===== config.mk =====
export PLATFORM = sky130hd
export DESIGN_NAME = indexed_list_stack_engine
export DESIGN_NICKNAME = d
export VERILOG_FILES = /design/src/rtl/core/ilse_pkg.sv /design/src/rtl/core/indexed_list_stack_engine.sv /design/src/rtl/core/ilse_cell.sv /design/src/rtl/core/ilse_ctrl.sv
export SDC_FILE = /design/constraint.sdc
export NUM_CORES = 2
export LEC_CHECK = 0
export BUFFER_PORTS_ARGS = -buffer_cell sky130_fd_sc_hd__buf_4
export CORE_MARGIN = 8
export CORE_UTILIZATION = 30
export DETAILED_ROUTE_END_ITERATION = 6
export PLACE_DENSITY = 0.41
export SLEW_MARGIN = 20
export SYNTH_ARGS = -nofsm -noshare
export SYNTH_HDL_FRONTEND = slang
export SYNTH_SLANG_ARGS = --single-unit

===== constraint.sdc =====
create_clock -name clk -period 9.2 [get_ports clk]
set_clock_uncertainty 0.1 [all_clocks]
set_input_delay 0.46 -clock clk [delete_from_list [all_inputs] [get_ports clk]]
set_output_delay 0.46 -clock clk [all_outputs]
set_load 0.01 [all_outputs]

===== src/rtl/core/ilse_pkg.sv =====
// ----------------------------------------------------------------------------
// ilse_pkg: shared types and constants
// Item formats, function codes and the control word broadcast to the cells.
// ----------------------------------------------------------------------------
package ilse_pkg;

	localparam int DEPTH = 16;
	localparam int CNT_W = $clog2(DEPTH + 1);
	localparam int IDX_W = $clog2(DEPTH);
	localparam int VAL_W = 32;
	localparam int FN_W  = 3;

	localparam logic [FN_W-1:0] FN_INSERT    = 3'd0;
	localparam logic [FN_W-1:0] FN_REMOVE    = 3'd1;
	localparam logic [FN_W-1:0] FN_READ      = 3'd2;
	localparam logic [FN_W-1:0] FN_OVERWRITE = 3'd3;
	localparam logic [FN_W-1:0] FN_FIND      = 3'd4;

	typedef struct packed {
		logic [FN_W-1:0]         func;
		logic [CNT_W-1:0]        position;
		logic signed [VAL_W-1:0] value;
	} req_t;

	typedef struct packed {
		logic signed [VAL_W-1:0] data;
		logic                    found;
		logic [IDX_W-1:0]        match_position;
		logic [CNT_W-1:0]        length;
		logic                    fault;
	} rsp_t;

	// broadcast to every cell
	typedef struct packed {
		logic             ins;
		logic             rem;
		logic             wr;
		logic [CNT_W-1:0] pos;
		logic [VAL_W-1:0] value;
		logic [CNT_W-1:0] count;
	} cmd_t;

	// per-item status back to the result stage
	typedef struct packed {
		logic             take;
		logic             find;
		logic             fault;
		logic [CNT_W-1:0] length;
	} stat_t;

endpackage


===== src/rtl/core/indexed_list_stack_engine.sv =====
// ----------------------------------------------------------------------------
// indexed_list_stack_engine: bounded ordered list in a row of cells
// Insert, remove, read, overwrite and find on a shift chain of word cells.
// ----------------------------------------------------------------------------
// Result path: the accepted request is registered in req_s1 and vld_s1, then
// the result and its strobe are registered in rsp_q and done_q.
// Throughput: one item per cycle; all cells shift and compare in parallel,
// so busy stays low and the result register never blocks a new item.
// Reset: clears the element count and the request and result strobes;
// cell contents are not reset and are only read below the count.
module indexed_list_stack_engine (
	input  logic              clk,
	input  logic              arst_n,
	input  logic              start,
	output logic              busy,
	input  ilse_pkg::req_t    req,
	output logic              done,
	output ilse_pkg::rsp_t    rsp
);

	ilse_pkg::req_t  req_s1;
	logic            vld_s1;
	ilse_pkg::cmd_t  cmd;
	ilse_pkg::stat_t stat;
	ilse_pkg::rsp_t  rsp_q;
	logic            done_q;

	logic [ilse_pkg::VAL_W-1:0] word  [ilse_pkg::DEPTH];
	logic [ilse_pkg::VAL_W-1:0] left  [ilse_pkg::DEPTH];
	logic [ilse_pkg::VAL_W-1:0] right [ilse_pkg::DEPTH];
	logic [ilse_pkg::DEPTH-1:0] match;
	logic                       any_hit;
	logic [ilse_pkg::IDX_W-1:0] hit_pos;

	assign busy = 1'b0;

	always_ff @(posedge clk or negedge arst_n) begin
		if (!arst_n) begin
			vld_s1 <= 1'b0;
		end else begin
			vld_s1 <= start && !busy;
		end
	end

	always_ff @(posedge clk) begin
		if (start && !busy) begin
			req_s1 <= req;
		end
	end

	ilse_ctrl u_ctrl (
		.clk    (clk),
		.arst_n (arst_n),
		.vld    (vld_s1),
		.req    (req_s1),
		.cmd    (cmd),
		.stat   (stat)
	);

	always_comb begin
		for (int i = 0; i < ilse_pkg::DEPTH; i++) begin
			left[i]  = (i == 0) ? word[i] : word[(i == 0) ? 0 : i - 1];
			right[i] = (i == ilse_pkg::DEPTH - 1) ? word[i]
				: word[(i == ilse_pkg::DEPTH - 1) ? i : i + 1];
		end
	end

	genvar g;
	generate
		for (g = 0; g < ilse_pkg::DEPTH; g++) begin : g_cell
			ilse_cell u_cell (
				.clk   (clk),
				.idx   (ilse_pkg::IDX_W'(g)),
				.cmd   (cmd),
				.left  (left[g]),
				.right (right[g]),
				.word  (word[g]),
				.match (match[g])
			);
		end
	endgenerate

	// first matching position wins
	always_comb begin
		any_hit = 1'b0;
		hit_pos = '0;
		for (int i = ilse_pkg::DEPTH - 1; i >= 0; i--) begin
			if (match[i]) begin
				any_hit = 1'b1;
				hit_pos = ilse_pkg::IDX_W'(i);
			end
		end
	end

	always_ff @(posedge clk or negedge arst_n) begin
		if (!arst_n) begin
			done_q <= 1'b0;
		end else begin
			done_q <= vld_s1;
		end
	end

	always_ff @(posedge clk) begin
		if (vld_s1) begin
			rsp_q.data           <= stat.take ? word[req_s1.position[ilse_pkg::IDX_W-1:0]]
				: '0;
			rsp_q.found          <= stat.find && any_hit;
			rsp_q.match_position <= (stat.find && any_hit) ? hit_pos : '0;
			rsp_q.length         <= stat.length;
			rsp_q.fault          <= stat.fault;
		end
	end

	assign done = done_q;
	assign rsp  = rsp_q;

	a_len_bound: assert property (@(posedge clk) disable iff (!arst_n)
		done |-> rsp.length <= ilse_pkg::CNT_W'(ilse_pkg::DEPTH))
		else $error("list length above depth");

	a_fault_clean: assert property (@(posedge clk) disable iff (!arst_n)
		done && rsp.fault |-> rsp.data == '0 && !rsp.found)
		else $error("faulted item carries data");

	a_latency: assert property (@(posedge clk) disable iff (!arst_n)
		start && !busy |=> ##1 done)
		else $error("result strobe missing");

	a_len_step: assert property (@(posedge clk) disable iff (!arst_n)
		done && $past(done) && rsp.fault |-> rsp.length == $past(rsp.length))
		else $error("fault changed the list length");

endmodule


===== src/rtl/core/ilse_cell.sv =====
// ----------------------------------------------------------------------------
// ilse_cell: one list slot
// Holds one word; shifts from a neighbor, loads or keeps, and compares.
// ----------------------------------------------------------------------------
module ilse_cell (
	input  logic                         clk,
	input  logic [ilse_pkg::IDX_W-1:0]   idx,
	input  ilse_pkg::cmd_t               cmd,
	input  logic [ilse_pkg::VAL_W-1:0]   left,
	input  logic [ilse_pkg::VAL_W-1:0]   right,
	output logic [ilse_pkg::VAL_W-1:0]   word,
	output logic                         match
);

	logic [ilse_pkg::VAL_W-1:0] data_q;
	logic [ilse_pkg::VAL_W-1:0] data_nxt;
	logic [ilse_pkg::CNT_W-1:0] idx_w;

	assign idx_w = {{(ilse_pkg::CNT_W - ilse_pkg::IDX_W){1'b0}}, idx};

	always_comb begin
		data_nxt = data_q;
		if (cmd.ins && idx_w > cmd.pos) begin
			data_nxt = left;
		end
		if ((cmd.ins || cmd.wr) && idx_w == cmd.pos) begin
			data_nxt = cmd.value;
		end
		if (cmd.rem && idx_w >= cmd.pos) begin
			data_nxt = right;
		end
	end

	always_ff @(posedge clk) begin
		data_q <= data_nxt;
	end

	assign word  = data_q;
	assign match = (data_q == cmd.value) && (idx_w < cmd.count);

endmodule


===== src/rtl/core/ilse_ctrl.sv =====
// ----------------------------------------------------------------------------
// ilse_ctrl: request decode and fill count
// Range checks, cell command broadcast and element count.
// ----------------------------------------------------------------------------
module ilse_ctrl (
	input  logic               clk,
	input  logic               arst_n,
	input  logic               vld,
	input  ilse_pkg::req_t     req,
	output ilse_pkg::cmd_t     cmd,
	output ilse_pkg::stat_t    stat
);

	logic [ilse_pkg::CNT_W-1:0] count_q;
	logic [ilse_pkg::CNT_W-1:0] count_nxt;
	logic is_ins, is_rem, is_rd, is_wr, is_find;
	logic in_range, ins_ok, rem_ok, empty_pop;

	assign is_ins  = vld && req.func == ilse_pkg::FN_INSERT;
	assign is_rem  = vld && req.func == ilse_pkg::FN_REMOVE;
	assign is_rd   = vld && req.func == ilse_pkg::FN_READ;
	assign is_wr   = vld && req.func == ilse_pkg::FN_OVERWRITE;
	assign is_find = vld && req.func == ilse_pkg::FN_FIND;

	assign in_range  = req.position < count_q;
	assign empty_pop = count_q == '0 && req.position == '0;
	assign ins_ok    = is_ins && count_q < ilse_pkg::CNT_W'(ilse_pkg::DEPTH)
		&& req.position <= count_q;
	assign rem_ok    = is_rem && in_range;

	always_comb begin
		count_nxt = count_q;
		if (ins_ok) begin
			count_nxt = count_q + ilse_pkg::CNT_W'(1);
		end else if (rem_ok) begin
			count_nxt = count_q - ilse_pkg::CNT_W'(1);
		end
	end

	always_ff @(posedge clk or negedge arst_n) begin
		if (!arst_n) begin
			count_q <= '0;
		end else begin
			count_q <= count_nxt;
		end
	end

	assign cmd.ins   = ins_ok;
	assign cmd.rem   = rem_ok;
	assign cmd.wr    = is_wr && in_range;
	assign cmd.pos   = req.position;
	assign cmd.value = req.value;
	assign cmd.count = count_q;

	assign stat.take   = rem_ok || (is_rd && in_range);
	assign stat.find   = is_find;
	assign stat.fault  = (is_ins && !ins_ok) || (is_rem && !in_range && !empty_pop)
		|| ((is_rd || is_wr) && !in_range);
	assign stat.length = count_nxt;

endmodule


# Yosys cells after proc, flatten, opt, wreduce, memory -nomap -nowiden
# Index checks and enable logic that the tools add are counted.
classes:
  n_addsub: 2
  n_mul: 0
  div_mod_pow: 0
  order_cmp: 51
  n_eq_ne: 35
  shift: 0
  muxes: 82
  bitwise_logic: 3
  reduce_logical: 111
ops:
  columns: ["operator", "count"]
  rows:
  - ["32-bit two-way mux", 48]
  - ["32-bit equality test", 16]
  - ["32-bit binary-select mux with 4-bit select", 1]
  - ["1-bit logical AND", 79]
  - ["3-bit nonzero test", 14]
  - ["4-bit by 5-bit equality test with 1-bit output (first input constant)", 8]
  - ["4-bit by 5-bit >= comparator with 1-bit output (first input constant)", 8]
  - ["4-bit by 5-bit > comparator with 1-bit output (first input constant)", 8]
  - ["4-bit by 5-bit less-than comparator with 1-bit output (first input constant)", 8]
  - ["4-bit two-way mux", 8]
  - ["3-bit by 5-bit equality test with 1-bit output (first input constant)", 4]
  - ["3-bit by 5-bit >= comparator with 1-bit output (first input constant)", 4]
  - ["3-bit by 5-bit > comparator with 1-bit output (first input constant)", 4]
  - ["3-bit by 5-bit less-than comparator with 1-bit output (first input constant)", 4]
  - ["1-bit two-way mux", 17]
  - ["3-bit two-way mux", 4]
  - ["2-bit by 5-bit equality test with 1-bit output (first input constant)", 2]
  - ["1-bit by 5-bit >= comparator with 1-bit output (first input constant)", 2]
  - ["2-bit by 5-bit >= comparator with 1-bit output (first input constant)", 2]
  - ["2-bit by 5-bit > comparator with 1-bit output (first input constant)", 2]
  - ["5-bit logical NOT", 2]
  - ["1-bit by 5-bit less-than comparator with 1-bit output (first input constant)", 2]
  - ["2-bit by 5-bit less-than comparator with 1-bit output (first input constant)", 2]
  - ["5-bit two-way mux", 2]
  - ["23 further kinds", 33]
totals:
  reg_bits: 602
  latchBits: 0
  ram_bits: 0
  romBits: 0
  input_bits: 43
  output_inout_bits: 45
  n_memories: 0

# Depth between registers and ports, before layout
depth:
  ltp_word: 21
  mapped_depth: 17
  mapped_depth_nobuf: 12

# By module
# From an unflattened synthesis, not the netlist that was laid out.
unflattened:
  hier_cells: 3306
  area_unflattened_um2: 45577.5
modules_own_cells:
  columns: ["mod", "instances", "cells_per_inst", "area_per_inst_um2", "seq_area_each_um2"]
  rows:
  - ["ilse_cell", 16, 175, 2376.0, 960.9]
  - ["indexed_list_stack_engine", 1, 398, 6675.2, 2542.4]
  - ["ilse_ctrl", 1, 108, 885.8, 125.1]

# Worst setup path after synthesis
# No wires, ideal clock.
synth_timing:
  path_kind: "reg2reg"
  startpoint: "reg u_ctrl.count_q[1] in the netlist's numbering"
  endpoint: "reg g_cell[15].u_cell.data_q, in the netlist g_cell[15].u_cell.word[0], enable pin"
  setup_time_ns: 0.466
  t_arrival_ns: 4.421
  required_ns: 8.634
  path_slack_ns: 4.213
  path_stages_with_launch: 12
  n_path_buf: 1
  synth_period_minus_slack_ns: 4.987
  path_cell_list: "dfrtp_1 -> clkbuf_1 -> inv_1 -> ha_1 -> nor2b_1 -> o21a_1 -> o21a_1 -> o21ai_2 -> o2bb2ai_1 -> and2_1 -> nand2_1 -> o21ai_0"
synth_via:
  elab_chain_cells: 7
synth_rtl:
  columns: ["element", "line", "source"]
  rows:
  - ["start, declared", "ilse_ctrl.sv:14", "logic [ilse_pkg::CNT_W-1:0] count_q;"]
  - ["start signal, assigned", "ilse_ctrl.sv:44", "count_q <= count_nxt;"]
  - ["5-bit less-than comparator", "ilse_ctrl.sv:27", "assign ins_ok = is_ins && count_q < ilse_pkg::CNT_W'(ilse_pkg::DEPTH)"]
  - ["1-bit logical AND", "ilse_ctrl.sv:27", null]
  - ["1-bit logical AND", "ilse_ctrl.sv:28", "&& req.position <= count_q;"]
  - ["1-bit logical OR", "ilse_cell.sv:26", "if ((cmd.ins || cmd.wr) && idx_w == cmd.pos) begin"]
  - ["1-bit logical AND", "ilse_cell.sv:26", null]
  - ["2-bit nonzero test (no source line)", null, null]
  - ["2-bit AND reduction (no source line) *", null, null]
  - ["end signal, assigned", "ilse_cell.sv:35", "data_q <= data_nxt;"]
  - ["end, declared", "ilse_cell.sv:15", "logic [ilse_pkg::VAL_W-1:0] data_q;"]
# Every way passes the cells marked *; elsewhere a longest branch is shown, timed or not.
# A chain may end at the register's enable or synchronous reset.

# Worst setup path after layout
layout_timing:
  startpoint: "reg u_ctrl.count_q[1] in the netlist's numbering"
  endpoint: "reg g_cell[13].u_cell.data_q, in the netlist g_cell[13].u_cell.word[31], enable pin"
layout_via:
  elab_chain_cells: 6
layout_rtl:
  columns: ["element", "line"]
  rows:
  - ["5-bit less-than comparator", "ilse_ctrl.sv:27"]
  - ["1-bit logical AND", "ilse_ctrl.sv:27"]
  - ["1-bit logical AND", "ilse_ctrl.sv:28"]
  - ["1-bit logical OR", "ilse_cell.sv:26"]
  - ["1-bit logical AND", "ilse_cell.sv:26"]
  - ["3-bit nonzero test (no source line) *", null]
  - ["end signal, assigned", "ilse_cell.sv:35"]
  - ["end, declared", "ilse_cell.sv:15"]
# Marked as above.

==> metrics <==
Sequential Power Share=0.427; maximum clock path buffer count=3; share of cells above drive strength 1=0.161; synth unique cells=57; Vias/cell=5.41; Ys Warns=0; MaxCap Viol Count=0; first-pass GRT wire length=231000 um; DR WL/cell=32.3 um; final period utilization=0.515; slowest stage delay, CP=0.79 ns; Seq cells post-synth=602; Worst Path Max Fanout=33; largest net degree at the start of global routing=107; setup TNS=0 ns; vias in the first global route=27200; CP dominant cell by count=o21a_1; Initial DRC Count=3234; Post-synth EDFFs=595; worst min-delay path class=in -> async; Sw Ratio=0.288; worst slew pin tran=1.12 ns; Worst setup EP type=flip-flop; Syn Inst Count=3426; r2r worst-path depth=12; PortBufs=86; unrepaired setup endpoints after global routing=no; root buffer cell=clkbuf_16; top post-synthesis cells by area=edfxtp_1 46%, mux2i_1 11%, mux4_2 9.2%, xor2_1 7.3%, xnor2_1 4.2%; critical path buffer and inverter count=2; WL final=168000 um; final std cell area, no fill=44400 um2; CORE AREA=129000 um2; Die ar.=142000 um2; leakage power=15.7 nW; outcome=completed; internal cell power=0.00529 W; Mapped Avg Cell Area=11.4 um2; synthesized area=39200 um2; Antenna Nets Post-Route=0; Via Count=28100; GRT Total Usage=0.229; final setup fails=0; CP Data Required Time=9.38 ns; WP depth=12; area of the multi-input gates=19900 um2; CTS Buf Count=80; post-synthesis async set-or-reset flop share=0.0116; Routability Congestion=0.921; clk sinks=602; Filler cells=13000; Ports=88; CP Class=reg -> reg; Crit. Startpoint=u_ctrl.count_q[1]; fin crit period=4.74 ns; Top Family by Delay on Critical Path=compound AO/OA/AOI/OAI gates; post-synth top area share=0.456; reg-to-reg critical path endpoint=g_cell[13].u_cell.word[31]; HPWL after DPL=127000 um; Die Wd=377 um; FF-to-FF Start=u_ctrl.count_q[1]; Post-CTS Setup Bufs=0; sequential-to-total area share from yosys stat=0.461; grt total ovfl=0; placed cell areas=41400 um2; TritonRoute pass-1 iters=6; CP Cell Sequence=inv_1, ha_1, nor2b_1, o21a_1, o21a_1, o21ai_2, o2bb2ai_1, a32oi_4, or3_1, nor3_4, buf_4, a21o_2; CP endpoint=g_cell[13].u_cell.word[31]; sw power=0.00214 W; Slew headroom=0.251; Die Y=377 um; clock-pin slew on the worst setup and hold paths=0.06 ns; syn_nets=3478; Crit path arrival time=4.92 ns; Hold Fails Final Rpt=0; Pins Over Slew Limit=0; reg2reg setup slack=4.46 ns; Starting Density=0.302; PD cells=167 nW/um2; Synth Flop Type=edfxtp_1; number of antenna violations at the first check in global routing=7; Clock Latency Late Sink=0.67 ns; H-tree Lvls=3; Reg area=18000 um2; row count=132; Area growth, synth to finish=13.3%; residual DRC count=0; clock network fraction of total power=0.425; cell taking the most area after synthesis=edfxtp_1; Comb power frac=0.148; nets=3440; CTS tree=built; VDD IR max=0.111 mV; critical path startpoint category=flip-flop; slowest CP cell=a21o_2; Achievable Freq=0.211 GHz
[metrics by stage]
stage	hold WS (ns)	util	instances	worst slack, ns	total power, W
final	0.0738	0.343	5199	4.46	0.00743
after detailed placement	0.212	0.320	5007	4.43	0.00430
after global placement	0.212	0.320	5007	4.48	0.00430
after global routing	0.0339	0.342	5195	4.12	0.00763
after floorplan	0.0644	-	3426	4.21	0.00381
after CTS	0.0200	0.342	5193	4.40	0.00749
[cells in the mapped netlist (2+ instances only)]
master / count
a31oi_1: 4
a211oi_1: 4
and2_1: 5
o21a_1: 3
or2_2: 4
clkbuf_1: 196
or4_1: 3
a211o_1: 3
mux2i_1: 448
nor2b_1: 39
xnor2_1: 190
buf_6: 3
nand4_1: 61
dfrtp_1: 7
buf_4: 7
and3_1: 3
o21ai_1: 45
nand2b_1: 5
nor3_1: 24
mux2_2: 64
nor2_4: 2
nor4_1: 85
a21o_1: 2
buf_2: 102
edfxtp_1: 595
inv_1: 11
ha_1: 9
buf_1: 19
nor2_1: 149
or3_1: 3
xor2_1: 326
o21ai_0: 292
a21oi_1: 145
nand3_1: 24
nand2_1: 362
mux4_2: 160
nor3_2: 2
[routing by layer]
metal	track usage	routed length, um	share of wire
met4	0.0760	6110	0.036
met2	0.333	71000	0.42
met3	0.0403	11400	0.068
met1	0.342	79500	0.47
met5	0	11	0.000066
[sequential cells by signal (all words and copies together), names as in the netlist]
name and cells:
req_s1 40, rsp 43, vld_s1 1, done 1, u_ctrl.count_q 5, g_cell.u_cell.word 512
[power by group through the flow]
stage               Clock [W]  Combinational (W)  Sequential [W]
finish                0.00316            0.00110         0.00317
global route          0.00330            0.00114         0.00318
CTS                   0.00322            0.00110         0.00317
detailed placement          0            0.00108         0.00323
global placement            0            0.00108         0.00322
floorplan                   0           0.000629         0.00319
[layout make-up]
| cell class | count | share of cell area |
|---|---|---|
| clock buffers | 103 | 0.0490 |
| flip-flops and latches | 602 | 0.407 |
| diodes | 6 | 0.000339 |
| well taps | 1742 | 0.0491 |
| clock inverters | 42 | 0.00818 |
| repair buffers | 207 | 0.0379 |
| multi-input cells | 2485 | 0.448 |
| inverters | 12 | 0.00102 |
[worst min-delay path by stage]
| stage | endpoint | slack (ns) | depth (start not counted) |
|---|---|---|---|
| 2_1_floorplan | done | 0.06 | 0 |
| 3_3_place_gp | done | 0.21 | 1 |
| 3_5_place_dp | done | 0.21 | 1 |
| 4_1_cts | done | 0.02 | 2 |
| 5_1_grt | done | 0.03 | 2 |
| 6_report | done | 0.07 | 2 |
[cells by family after synthesis]
| logic type | after synthesis | synth area share |
|---|---|---|
| and+or+nand+nor | 776 | 0.0908 |
| muxes | 672 | 0.225 |
| DFF | 602 | 0.461 |
| xor gates and xnor gates | 516 | 0.115 |
| AOI/OAI and AO/OA | 511 | 0.0680 |
| buffers and inverters | 339 | 0.0370 |
| adders and majority gates | 9 | 0.00288 |
| other | 1 | 0.0000958 |
[layout by cell type, fill, tap and decap left out, types with 4 or more instances in the layout]
cell type / instances
nand3_1: 22
a21oi_1: 143
buf_4: 164
clkbuf_16: 83
nand2b_1: 5
a31oi_1: 4
bufinv_16: 6
nor2b_1: 39
o21ai_1: 45
o21ai_0: 291
xnor2_1: 190
mux2i_1: 448
nor4_1: 85
nand2_2: 16
dlygate4sd3_1: 41
a211oi_1: 4
mux2_2: 64
nor2_4: 6
clkinv_2: 13
clkinv_1: 16
nor2_1: 145
mux4_2: 160
nor3_2: 4
ha_1: 9
or2_2: 4
diode_2: 6
dfrtp_1: 6
clkbuf_1: 18
nand2_1: 345
inv_1: 11
edfxtp_1: 595
nand4_1: 61
nor3_1: 20
xor2_1: 326
[worst register-to-register path, cell delays in order, from the launching register on]
cell and delay (ns):
dfrtp_1 0.54, inv_1 0.16, ha_1 0.33, nor2b_1 0.14, o21a_1 0.17, o21a_1 0.17, o21ai_2 0.15, o2bb2ai_1 0.21
a32oi_4 0.30, or3_1 0.55, nor3_4 0.16, buf_4 0.56, a21o_2 0.79
[timing repair]
action / CTS / global route
resized for setup: 0 / 0
hold endpoints to repair: 47 / 0
hold buffers: 41 / 0
Power figures use the tool's default switching activity.
